$ cat src/rtl/trt_pkg.sv
// Shared constants, widths and the arctangent table of the touch rotation tracker.
package trt_pkg;

    // Sizing
    localparam int TRAIL_MAX_N  = 160;
    localparam int CORDIC_STEPS = 16;
    localparam int TAB_LEN      = 24;
    localparam int SQRT_STEPS   = 10;
    localparam int LOOP_N       = (CORDIC_STEPS > SQRT_STEPS) ? CORDIC_STEPS : SQRT_STEPS;
    localparam int CNT_W        = $clog2(LOOP_N + 1);
    localparam int TAB_IDX_W    = 5;

    // Field widths
    localparam int COORD_W = 9;
    localparam int DIFF_W  = 10;
    localparam int RAD_W   = 10;
    localparam int SQ_W    = 20;
    localparam int ANG_W   = 15;
    localparam int DANG_W  = 16;
    localparam int TURN_W  = 32;
    localparam int DEG_W   = 26;
    localparam int PTS_W   = 8;

    // CORDIC datapath
    localparam int CX_FRAC = 16;
    localparam int CX_W    = 29;
    localparam int Z_W     = 24;
    localparam int Q_W     = Z_W - 8;

    localparam logic signed [Z_W-1:0]    HALF_TURN_Z = 24'sd2949120;
    localparam logic signed [Z_W-1:0]    Z_ROUND     = 24'sd128;
    localparam logic signed [Q_W-1:0]    ANG_HALF_Q  = 16'sd11520;
    localparam logic signed [Q_W-1:0]    ANG_NHALF_Q = -16'sd11520;
    localparam logic signed [DANG_W-1:0] ANG_HALF_D  = 16'sd11520;
    localparam logic signed [DANG_W-1:0] ANG_NHALF_D = -16'sd11520;
    localparam logic signed [DANG_W-1:0] ANG_FULL_D  = 16'sd23040;

    localparam logic [PTS_W-1:0] TRAIL_MAX = PTS_W'(TRAIL_MAX_N);
    localparam logic [SQ_W-1:0]  SQ_BIT0   = SQ_W'(1) << (2 * (SQRT_STEPS - 1));

    localparam logic signed [TURN_W-1:0] TURN_MAX = 32'sh7FFF_FFFF;
    localparam logic signed [TURN_W-1:0] TURN_MIN = 32'sh8000_0000;

    // Configuration registers
    localparam int REG_IDX_W = 2;
    localparam int PADDR_W   = 4;
    localparam logic [REG_IDX_W-1:0] REG_CENTER_X    = 2'd0;
    localparam logic [REG_IDX_W-1:0] REG_CENTER_Y    = 2'd1;
    localparam logic [REG_IDX_W-1:0] REG_EDGE_RADIUS = 2'd2;

    localparam logic [COORD_W-1:0] CENTER_X_RST    = 9'd180;
    localparam logic [COORD_W-1:0] CENTER_Y_RST    = 9'd180;
    localparam logic [RAD_W-1:0]   EDGE_RADIUS_RST = 10'd130;

    // atan(2^-i) in units of 2^-14 degree, rounded to nearest
    function automatic logic signed [Z_W-1:0] atan_entry(input logic [TAB_IDX_W-1:0] idx);
        logic signed [Z_W-1:0] v;
        unique case (idx)
            5'd0:    v = 24'sd737280;
            5'd1:    v = 24'sd435242;
            5'd2:    v = 24'sd229970;
            5'd3:    v = 24'sd116736;
            5'd4:    v = 24'sd58595;
            5'd5:    v = 24'sd29326;
            5'd6:    v = 24'sd14667;
            5'd7:    v = 24'sd7334;
            5'd8:    v = 24'sd3667;
            5'd9:    v = 24'sd1833;
            5'd10:   v = 24'sd917;
            5'd11:   v = 24'sd458;
            5'd12:   v = 24'sd229;
            5'd13:   v = 24'sd115;
            5'd14:   v = 24'sd57;
            5'd15:   v = 24'sd29;
            5'd16:   v = 24'sd14;
            5'd17:   v = 24'sd7;
            5'd18:   v = 24'sd4;
            5'd19:   v = 24'sd2;
            5'd20:   v = 24'sd1;
            default: v = '0;
        endcase
        return v;
    endfunction

endpackage

$ cat src/rtl/touch_rotation_tracker.sv
// Touch rotation tracker: radius, edge flag, polar angle and unwrapped turn of a touch.
//
// One touch sample per input transaction gives one result transaction. An untouched
// sample goes from IDLE straight to FIN; a touched sample passes through SQX, SQY, EDGE,
// the iterative ITER loop and ANG before FIN. In each ITER cycle the shared shift/add
// unit does one vectoring CORDIC step while, for the first SQRT_STEPS of them, a
// digit-by-digit square root retires one bit of radius. Before the loop one shared
// 10x10 squarer forms dx^2, dy^2 and edge_radius^2 in SQX, SQY and EDGE. o_ready is
// high only while the sequencer is idle; the result sits in an output register, so the
// next sample is taken while an earlier result still waits for i_ready. Configuration
// goes through the APB port (center_x at 0x0, center_y at 0x4, edge_radius at 0x8) and
// may only be written while no sample is in flight. Angles are in 1/64 degree on screen
// axes (clockwise positive); a touch exactly at the centre reads as angle zero.
module touch_rotation_tracker
    import trt_pkg::*;
(
    input  logic                     i_clk,
    input  logic                     i_rst_n,
    // sample channel
    input  logic                     i_valid,
    output logic                     o_ready,
    input  logic                     i_touch_down,
    input  logic [COORD_W-1:0]       i_pos_x,
    input  logic [COORD_W-1:0]       i_pos_y,
    // result channel
    output logic                     o_valid,
    input  logic                     i_ready,
    output logic [RAD_W-1:0]         o_radius,
    output logic                     o_at_edge,
    output logic signed [ANG_W-1:0]  o_angle,
    output logic signed [DEG_W-1:0]  o_turn_degrees,
    output logic [PTS_W-1:0]         o_point_count,
    output logic                     o_pressed,
    // configuration
    input  logic                     psel,
    input  logic                     penable,
    input  logic                     pwrite,
    input  logic [PADDR_W-1:0]       paddr,
    input  logic [31:0]              pwdata,
    output logic [31:0]              prdata,
    output logic                     pready
);

    // Sequencer codes
    localparam logic [2:0] ST_IDLE = 3'd0;
    localparam logic [2:0] ST_SQX  = 3'd1;  // square dx
    localparam logic [2:0] ST_SQY  = 3'd2;  // add dy squared, seed CORDIC
    localparam logic [2:0] ST_EDGE = 3'd3;  // compare with edge radius squared, seed sqrt
    localparam logic [2:0] ST_ITER = 3'd4;  // shared CORDIC / sqrt loop
    localparam logic [2:0] ST_ANG  = 3'd5;  // round and clamp the angle
    localparam logic [2:0] ST_FIN  = 3'd6;  // unwrap, accumulate, load result

    logic [2:0] r_state, n_state;

    // Configuration registers
    logic [COORD_W-1:0] r_center_x, r_center_y;
    logic [RAD_W-1:0]   r_edge_radius;

    // Tracking state
    logic                     r_was_pressed;
    logic signed [ANG_W-1:0]  r_prev_angle;
    logic signed [TURN_W-1:0] r_turn_total;
    logic [PTS_W-1:0]         r_samples;

    // Working registers of one sample
    logic                     r_down;
    logic signed [DIFF_W-1:0] r_dx, r_dy;
    logic [SQ_W-1:0]          r_d2;
    logic                     r_edge;
    logic [SQ_W-1:0]          r_sq_v, r_sq_res, r_sq_bit;
    logic signed [CX_W-1:0]   r_x, r_y;
    logic signed [Z_W-1:0]    r_z;
    logic [CNT_W-1:0]         r_cnt;
    logic signed [ANG_W-1:0]  r_ang;

    // Output register
    logic                     r_out_valid;
    logic [RAD_W-1:0]         r_out_radius;
    logic                     r_out_edge;
    logic signed [ANG_W-1:0]  r_out_angle;
    logic signed [DEG_W-1:0]  r_out_deg;
    logic [PTS_W-1:0]         r_out_points;
    logic                     r_out_pressed;

    logic in_fire, out_free, fin_fire, cfg_write;

    assign o_ready   = (r_state == ST_IDLE);
    assign in_fire   = i_valid && o_ready;
    assign out_free  = !r_out_valid || i_ready;
    assign fin_fire  = (r_state == ST_FIN) && out_free;
    assign pready    = 1'b1;
    assign cfg_write = psel && penable && pwrite && pready;

    // ---------------------------------------------------------------
    // Configuration port
    // ---------------------------------------------------------------
    always_ff @(posedge i_clk) begin
        if (!i_rst_n) begin
            r_center_x    <= CENTER_X_RST;
            r_center_y    <= CENTER_Y_RST;
            r_edge_radius <= EDGE_RADIUS_RST;
        end else if (cfg_write) begin
            unique case (paddr[3:2])
                REG_CENTER_X:    r_center_x    <= pwdata[COORD_W-1:0];
                REG_CENTER_Y:    r_center_y    <= pwdata[COORD_W-1:0];
                REG_EDGE_RADIUS: r_edge_radius <= pwdata[RAD_W-1:0];
                default:         ;  // unmapped address: drop the write
            endcase
        end
    end

    always_comb begin
        unique case (paddr[3:2])
            REG_CENTER_X:    prdata = {{(32-COORD_W){1'b0}}, r_center_x};
            REG_CENTER_Y:    prdata = {{(32-COORD_W){1'b0}}, r_center_y};
            REG_EDGE_RADIUS: prdata = {{(32-RAD_W){1'b0}}, r_edge_radius};
            default:         prdata = '0;
        endcase
    end

    // ---------------------------------------------------------------
    // Shared squarer: |dx|, |dy| or edge radius, one per cycle
    // ---------------------------------------------------------------
    logic [RAD_W-1:0] sq_op;
    logic [SQ_W-1:0]  sq_p;

    always_comb begin
        unique case (r_state)
            ST_SQX:  sq_op = r_dx[DIFF_W-1] ? RAD_W'(-r_dx) : RAD_W'(r_dx);
            ST_SQY:  sq_op = r_dy[DIFF_W-1] ? RAD_W'(-r_dy) : RAD_W'(r_dy);
            default: sq_op = r_edge_radius;
        endcase
    end

    assign sq_p = sq_op * sq_op;

    // ---------------------------------------------------------------
    // CORDIC seed: fold the left half plane onto the right
    // ---------------------------------------------------------------
    logic signed [DIFF_W-1:0] seed_x, seed_y;
    logic signed [Z_W-1:0]    seed_z;

    always_comb begin
        if (r_dx[DIFF_W-1]) begin
            seed_x = -r_dx;
            seed_y = -r_dy;
            seed_z = r_dy[DIFF_W-1] ? -HALF_TURN_Z : HALF_TURN_Z;
        end else begin
            seed_x = r_dx;
            seed_y = r_dy;
            seed_z = '0;
        end
    end

    // ---------------------------------------------------------------
    // Loop step: one CORDIC rotation and one square-root digit
    // ---------------------------------------------------------------
    logic                   cordic_on, sqrt_on, loop_last;
    logic signed [CX_W-1:0] x_sh, y_sh, n_x, n_y;
    logic signed [Z_W-1:0]  tab_val, n_z;
    logic [SQ_W:0]          sq_trial;
    logic [SQ_W-1:0]        n_sq_v, n_sq_res;

    assign cordic_on = (r_cnt < CNT_W'(CORDIC_STEPS));
    assign sqrt_on   = (r_cnt < CNT_W'(SQRT_STEPS));
    assign loop_last = (r_cnt == CNT_W'(LOOP_N - 1));
    assign x_sh      = r_x >>> r_cnt;
    assign y_sh      = r_y >>> r_cnt;
    assign tab_val   = atan_entry(TAB_IDX_W'(r_cnt));

    always_comb begin
        n_x = r_x;
        n_y = r_y;
        n_z = r_z;
        if (cordic_on) begin
            if (!r_y[CX_W-1]) begin
                n_x = r_x + y_sh;
                n_y = r_y - x_sh;
                n_z = r_z + tab_val;
            end else begin
                n_x = r_x - y_sh;
                n_y = r_y + x_sh;
                n_z = r_z - tab_val;
            end
        end
    end

    assign sq_trial = {1'b0, r_sq_res} + {1'b0, r_sq_bit};

    always_comb begin
        n_sq_v   = r_sq_v;
        n_sq_res = r_sq_res;
        if (sqrt_on) begin
            if ({1'b0, r_sq_v} >= sq_trial) begin
                n_sq_v   = SQ_W'({1'b0, r_sq_v} - sq_trial);
                n_sq_res = (r_sq_res >> 1) + r_sq_bit;
            end else begin
                n_sq_res = r_sq_res >> 1;
            end
        end
    end

    // ---------------------------------------------------------------
    // Angle rounding and clamp; minus half turn reads as plus half turn
    // ---------------------------------------------------------------
    logic signed [Z_W-1:0]   z_rnd;
    logic signed [Q_W-1:0]   ang_q;
    logic signed [ANG_W-1:0] n_ang;

    assign z_rnd = (r_z + Z_ROUND) >>> 8;
    assign ang_q = z_rnd[Q_W-1:0];

    always_comb begin
        if (r_dx == '0 && r_dy == '0) begin
            n_ang = '0;
        end else if (ang_q > ANG_HALF_Q || ang_q <= ANG_NHALF_Q) begin
            n_ang = ANG_W'(ANG_HALF_Q);
        end else begin
            n_ang = ang_q[ANG_W-1:0];
        end
    end

    // ---------------------------------------------------------------
    // Unwrap, saturating turn total, point count, degree conversion
    // ---------------------------------------------------------------
    logic signed [DANG_W-1:0] d_raw, d_unw;
    logic signed [TURN_W:0]   turn_sum;
    logic signed [TURN_W-1:0] turn_acc, n_turn, deg_bias;
    logic [PTS_W-1:0]         n_samples;

    assign d_raw = DANG_W'(r_ang) - DANG_W'(r_prev_angle);

    always_comb begin
        if (d_raw > ANG_HALF_D) begin
            d_unw = d_raw - ANG_FULL_D;
        end else if (d_raw <= ANG_NHALF_D) begin
            d_unw = d_raw + ANG_FULL_D;
        end else begin
            d_unw = d_raw;
        end
    end

    assign turn_sum = (TURN_W + 1)'(r_turn_total) + (TURN_W + 1)'(d_unw);

    always_comb begin
        if (turn_sum[TURN_W] != turn_sum[TURN_W-1]) begin
            turn_acc = turn_sum[TURN_W] ? TURN_MIN : TURN_MAX;
        end else begin
            turn_acc = turn_sum[TURN_W-1:0];
        end
    end

    always_comb begin
        n_turn    = r_turn_total;
        n_samples = r_samples;
        if (r_down) begin
            if (!r_was_pressed) begin
                // new press: clear the total and restart the count
                n_turn    = '0;
                n_samples = PTS_W'(1);
            end else begin
                n_turn    = turn_acc;
                n_samples = (r_samples < TRAIL_MAX) ? r_samples + PTS_W'(1) : r_samples;
            end
        end
    end

    // truncate toward zero: bias negatives by 63 before the shift
    assign deg_bias = n_turn + (n_turn[TURN_W-1] ? TURN_W'(63) : TURN_W'(0));

    // ---------------------------------------------------------------
    // Sequencer
    // ---------------------------------------------------------------
    always_comb begin
        n_state = r_state;
        unique case (r_state)
            ST_IDLE: if (in_fire) n_state = i_touch_down ? ST_SQX : ST_FIN;
            ST_SQX:  n_state = ST_SQY;
            ST_SQY:  n_state = ST_EDGE;
            ST_EDGE: n_state = ST_ITER;
            ST_ITER: if (loop_last) n_state = ST_ANG;
            ST_ANG:  n_state = ST_FIN;
            ST_FIN:  if (out_free) n_state = ST_IDLE;
            default: n_state = ST_IDLE;
        endcase
    end

    always_ff @(posedge i_clk) begin
        if (!i_rst_n) begin
            r_state       <= ST_IDLE;
            r_was_pressed <= 1'b0;
            r_prev_angle  <= '0;
            r_turn_total  <= '0;
            r_samples     <= '0;
            r_out_valid   <= 1'b0;
        end else begin
            r_state <= n_state;
            if (fin_fire) begin
                r_was_pressed <= r_down;
                r_turn_total  <= n_turn;
                r_samples     <= n_samples;
                if (r_down) begin
                    r_prev_angle <= r_ang;
                end
                r_out_valid <= 1'b1;
            end else if (i_ready) begin
                r_out_valid <= 1'b0;
            end
        end
    end

    // Working and result payload: no reset needed
    always_ff @(posedge i_clk) begin
        if (in_fire) begin
            r_down <= i_touch_down;
            r_dx   <= DIFF_W'({1'b0, i_pos_x}) - DIFF_W'({1'b0, r_center_x});
            r_dy   <= DIFF_W'({1'b0, i_pos_y}) - DIFF_W'({1'b0, r_center_y});
        end
        unique case (r_state)
            ST_SQX: r_d2 <= sq_p;
            ST_SQY: begin
                r_d2 <= r_d2 + sq_p;
                r_x  <= {{(CX_W-DIFF_W-CX_FRAC){seed_x[DIFF_W-1]}}, seed_x, {CX_FRAC{1'b0}}};
                r_y  <= {{(CX_W-DIFF_W-CX_FRAC){seed_y[DIFF_W-1]}}, seed_y, {CX_FRAC{1'b0}}};
                r_z  <= seed_z;
            end
            ST_EDGE: begin
                r_edge   <= (r_d2 >= sq_p);
                r_sq_v   <= r_d2;
                r_sq_res <= '0;
                r_sq_bit <= SQ_BIT0;
                r_cnt    <= '0;
            end
            ST_ITER: begin
                r_x      <= n_x;
                r_y      <= n_y;
                r_z      <= n_z;
                r_sq_v   <= n_sq_v;
                r_sq_res <= n_sq_res;
                r_sq_bit <= r_sq_bit >> 2;
                r_cnt    <= r_cnt + CNT_W'(1);
            end
            ST_ANG: r_ang <= n_ang;
            default: ;  // hold
        endcase
        if (fin_fire) begin
            r_out_radius  <= r_down ? r_sq_res[RAD_W-1:0] : '0;
            r_out_edge    <= r_down && r_edge;
            r_out_angle   <= r_down ? r_ang : '0;
            r_out_deg     <= deg_bias[TURN_W-1:TURN_W-DEG_W];
            r_out_points  <= n_samples;
            r_out_pressed <= r_down;
        end
    end

    assign o_valid        = r_out_valid;
    assign o_radius       = r_out_radius;
    assign o_at_edge      = r_out_edge;
    assign o_angle        = r_out_angle;
    assign o_turn_degrees = r_out_deg;
    assign o_point_count  = r_out_points;
    assign o_pressed      = r_out_pressed;

endmodule

$ cat config.mk
export PLATFORM = sky130hd
export DESIGN_NAME = touch_rotation_tracker
export DESIGN_NICKNAME = d
export VERILOG_FILES = /design/src/rtl/trt_pkg.sv /design/src/rtl/touch_rotation_tracker.sv
export SDC_FILE = /design/constraint.sdc
export NUM_CORES = 2
export LEC_CHECK = 0
export ABC_AREA = 1
export BUFFER_PORTS_ARGS = -buffer_cell sky130_fd_sc_hd__buf_2
export CAP_MARGIN = 10
export CORE_MARGIN = 1
export CORE_UTILIZATION = 65
export DETAILED_ROUTE_END_ITERATION = 8
export PLACE_DENSITY = 0.83
export SYNTH_ARGS = -nofsm -noshare
export SYNTH_HDL_FRONTEND = slang
export SYNTH_SLANG_ARGS = --single-unit
$ cat constraint.sdc
create_clock -name i_clk -period 17.6 [get_ports i_clk]
set_input_delay 3.52 -clock i_clk [delete_from_list [all_inputs] [get_ports i_clk]]
set_output_delay 3.52 -clock i_clk [all_outputs]
set_load 0.02 [all_outputs]
==> metrics <==
status finished, final reports clean; PortBufs 110; first-pass GRT wire length 152100 µm; WL per Instance 15.72 µm; max cap viols 0; Layout area overhead 6.576%; Rows 85; post-synthesis mux area share 0.004491; GRT Util Overall 0.3284; grt met2 use 0.5516; Hold WC Path Type reg2reg; GR Layer Usage met3 0.04096; Top Ports 158; GRT Max-Usage Layer met2; Synth cell types 69; maximum fanout along the worst path 32; area of the core 54030 µm²; total grt overflow 0; CTS tree built; Post-CTS Repair Setup Buffers 0; Compound-Gate Fraction of Synth Area 0.1618; Seq/Total Area, Yosys 0.2754; post-synthesis xor/xnor area fraction 0.05962; largest family of logic cells by synthesized area simple AND/OR/NAND/NOR gates; top_reg_cell synth edfxtp_1; critical path's largest stage delay 0.58 ns; Synth Warn # 0; max-slew violations 0; clk sink count 363; Mapped Cells 5114; EDFF count, synth 255; CP delay by family, top adder cells; Final Setup Violations 0; CTS Root Cell clkbuf_16; Setup CP Type reg2reg; # DRC 0; H-tree depth 2; Multi-input gate area 22450 µm²; CP max-delay cell nand3_2; crit end category flip-flop; final hold violations 0; Post-Synthesis Cell Area 35660 µm²; register area 9819 µm²; Vias/cell 5.729; Max Buffers Root-to-Sink 3; Starting Density 0.6600; DP HPWL 70790 µm; Crit path top cell by count nand2_1; largest net degree at the start of global routing 93; layout cells sized above 1 0.06748; Relative slew margins 0.2125; fillers 4629; Min Clock Period, post-route 9.070 ns; Setup TNS Final 0 ns; flops & latches, synth 363; initial DRC count 2555; hold buffers post-CTS 0; Clock Latency Late Sink 0.59 ns; # resized after CTS 0; GP Congestion 0.9937; RSZ-0062 raised after global routing no; Die X 236.2 µm; Layout Nets 5570; First-pass DRT Iterations 9; vias in the first global route 31660; Clock transition at path regs 0.06 ns; Max Clock Skew 0.02355 ns; Startpoint Class flip-flop; Critical Path RT 17.90 ns; met1 GRT Util 0.4291; measured slew at the worst slew-check pin 1.181 ns; fin crit share 0.5153; fraction of registers with async set/reset 0; Die Y 236.2 µm; vias post-DR 33710; die area 55800 µm²; FMAX 110.3 MHz; Synth Area in Adders 0.1361; initial antenna violation count 3; Final ANT Viol Nets 0; simple logic cell fraction of the synthesized area 0.2644; Num CTS Buffers 41; CP Data Arrival Time 9.37 ns; Final Core Density 0.7034; worst path bufs/invs 8; Syn Area/Cell 6.973 µm²; final wirelength 92510 µm
[cells in the mapped netlist, types with 7 or more instances]
master | number | share of area
nand2_1 | 1351 | 0.14
inv_1 | 691 | 0.073
a21oi_1 | 420 | 0.059
nor2_1 | 377 | 0.040
o21ai_0 | 374 | 0.052
ha_1 | 295 | 0.10
edfxtp_1 | 255 | 0.21
nand3_1 | 236 | 0.033
xor2_1 | 150 | 0.037
dfxtp_1 | 108 | 0.061
xnor2_1 | 89 | 0.022
clkbuf_1 | 74 | 0.0078
nor3_1 | 59 | 0.0083
fa_1 | 58 | 0.033
nand4_1 | 50 | 0.0088
nand2_2 | 49 | 0.0086
o211ai_1 | 45 | 0.0095
a31oi_1 | 38 | 0.0067
o21ai_1 | 30 | 0.0042
buf_4 | 29 | 0.0061
buf_2 | 28 | 0.0039
or2_2 | 23 | 0.0040
o21bai_1 | 22 | 0.0046
buf_1 | 20 | 0.0021
nor2_2 | 17 | 0.0030
mux2i_1 | 16 | 0.0045
nand3b_1 | 15 | 0.0032
o221ai_1 | 14 | 0.0034
o22ai_1 | 13 | 0.0023
nand2_4 | 12 | 0.0038
o21a_1 | 12 | 0.0025
buf_6 | 11 | 0.0035
a211oi_1 | 10 | 0.0021
nor4_1 | 9 | 0.0016
o31ai_1 | 9 | 0.0019
o2111ai_1 | 8 | 0.0020
a21oi_2 | 7 | 0.0017
clkinv_1 | 7 | 0.00074
inv_2 | 7 | 0.00074
nand3_2 | 7 | 0.0020
[area by class of cell]
type | count | area share
Clock buffer | 54 | 0.02937
Antenna cell | 1 | 0.00006585
Clock inverter | 21 | 0.008363
Sequential cell | 363 | 0.2584
Tap cell | 696 | 0.02292
Multi-Input combinational cell | 3904 | 0.5908
Inverter | 705 | 0.06967
Timing Repair Buffer | 140 | 0.02041
[metal layers]
metal	up-vias	part of all wire
met3	222	0.067
met2	1197	0.46
met4	2	0.038
met1	15350	0.43
met5	-	0.00014
li1	16940	-
[flip-flops by register name, indices dropped and copies added (netlist names), 3 cells and up]
signal,cells
r_edge_radius,10
r_x,29
r_center_x,9
r_ang,15
o_point_count,8
tab_val,20
r_center_y,9
r_dy,10
o_radius,10
r_sq_v,20
r_y,29
o_angle,15
r_d2,20
r_prev_angle,15
r_sq_bit,10
o_turn_degrees,26
r_turn_total,32
r_samples,8
r_cnt,5
r_z,24
r_state,3
r_sq_res,20
r_dx,10
[per-stage QoR]
| step | setup WS (ns) | instances | hold WS, ns | instance area [µm²] |
|---|---|---|---|---|
| finish | 8.530 | 5884 | 0.4612 | 38000 |
| global route | 7.976 | 5883 | 0.4761 | 38000 |
| CTS | 8.580 | 5883 | 0.4618 | 38000 |
| detailed placement | 8.707 | 5808 | 0.4528 | 36570 |
| global placement | 8.915 | 5808 | 0.4477 | 36570 |
| floorplan | 9.785 | 5135 | 0.4277 | 35740 |
[final timing paths]
path                    start               end  slack (ns)  cells past startpoint
max                r_state[2]          r_d2[17]        8.53                     35
max reg2reg        r_state[2]          r_d2[17]        8.53                     35
min          r_prev_angle[10]  r_prev_angle[10]        0.46                      2
min reg2reg  r_prev_angle[10]  r_prev_angle[10]        0.46                      2
[cells in the final DEF (no fill, tap or decap), drive strengths merged, types with 58 or more instances in the layout]
cell type,Yosys,layout
nand3,243,243
nor3,60,60
xnor2,89,89
fa,58,58
dfxtp,108,108
ha,295,295
xor2,152,152
buf,89,140
nand2,1412,1412
inv,698,702
o21ai,407,407
edfxtp,255,255
nor2,400,400
a21oi,430,430
[worst register-to-register path, delay by kind of cell, from the launching register on]
family / cells / cell delay (ns)
AND/OR/NAND/NOR: 10 / 1.74
flip-flops: 1 / 0.37
XOR/XNOR: 1 / 0.29
AO/OA/AOI/OAI: 9 / 1.95
adder cells (fa/ha/maj): 7 / 3.03
buffers and inverters: 8 / 1.39
[cell families (layout without fill, tap and decap cells)]
| logic type | Yosys count | in the layout |
|---|---|---|
| AO/OA/AOI/OAI | 1039 | 1039 |
| flip-flops | 363 | 363 |
| multiplexers | 16 | 16 |
| XOR/XNOR | 241 | 241 |
| adder cells (fa/ha/maj) | 353 | 353 |
| buffers and inverters | 868 | 920 |
| AND/OR/NAND/NOR | 2232 | 2232 |
| other | 2 | 24 |
Power is not shown: default switching activity piles up to over one toggle a cycle in this logic, so the estimate is an artifact.
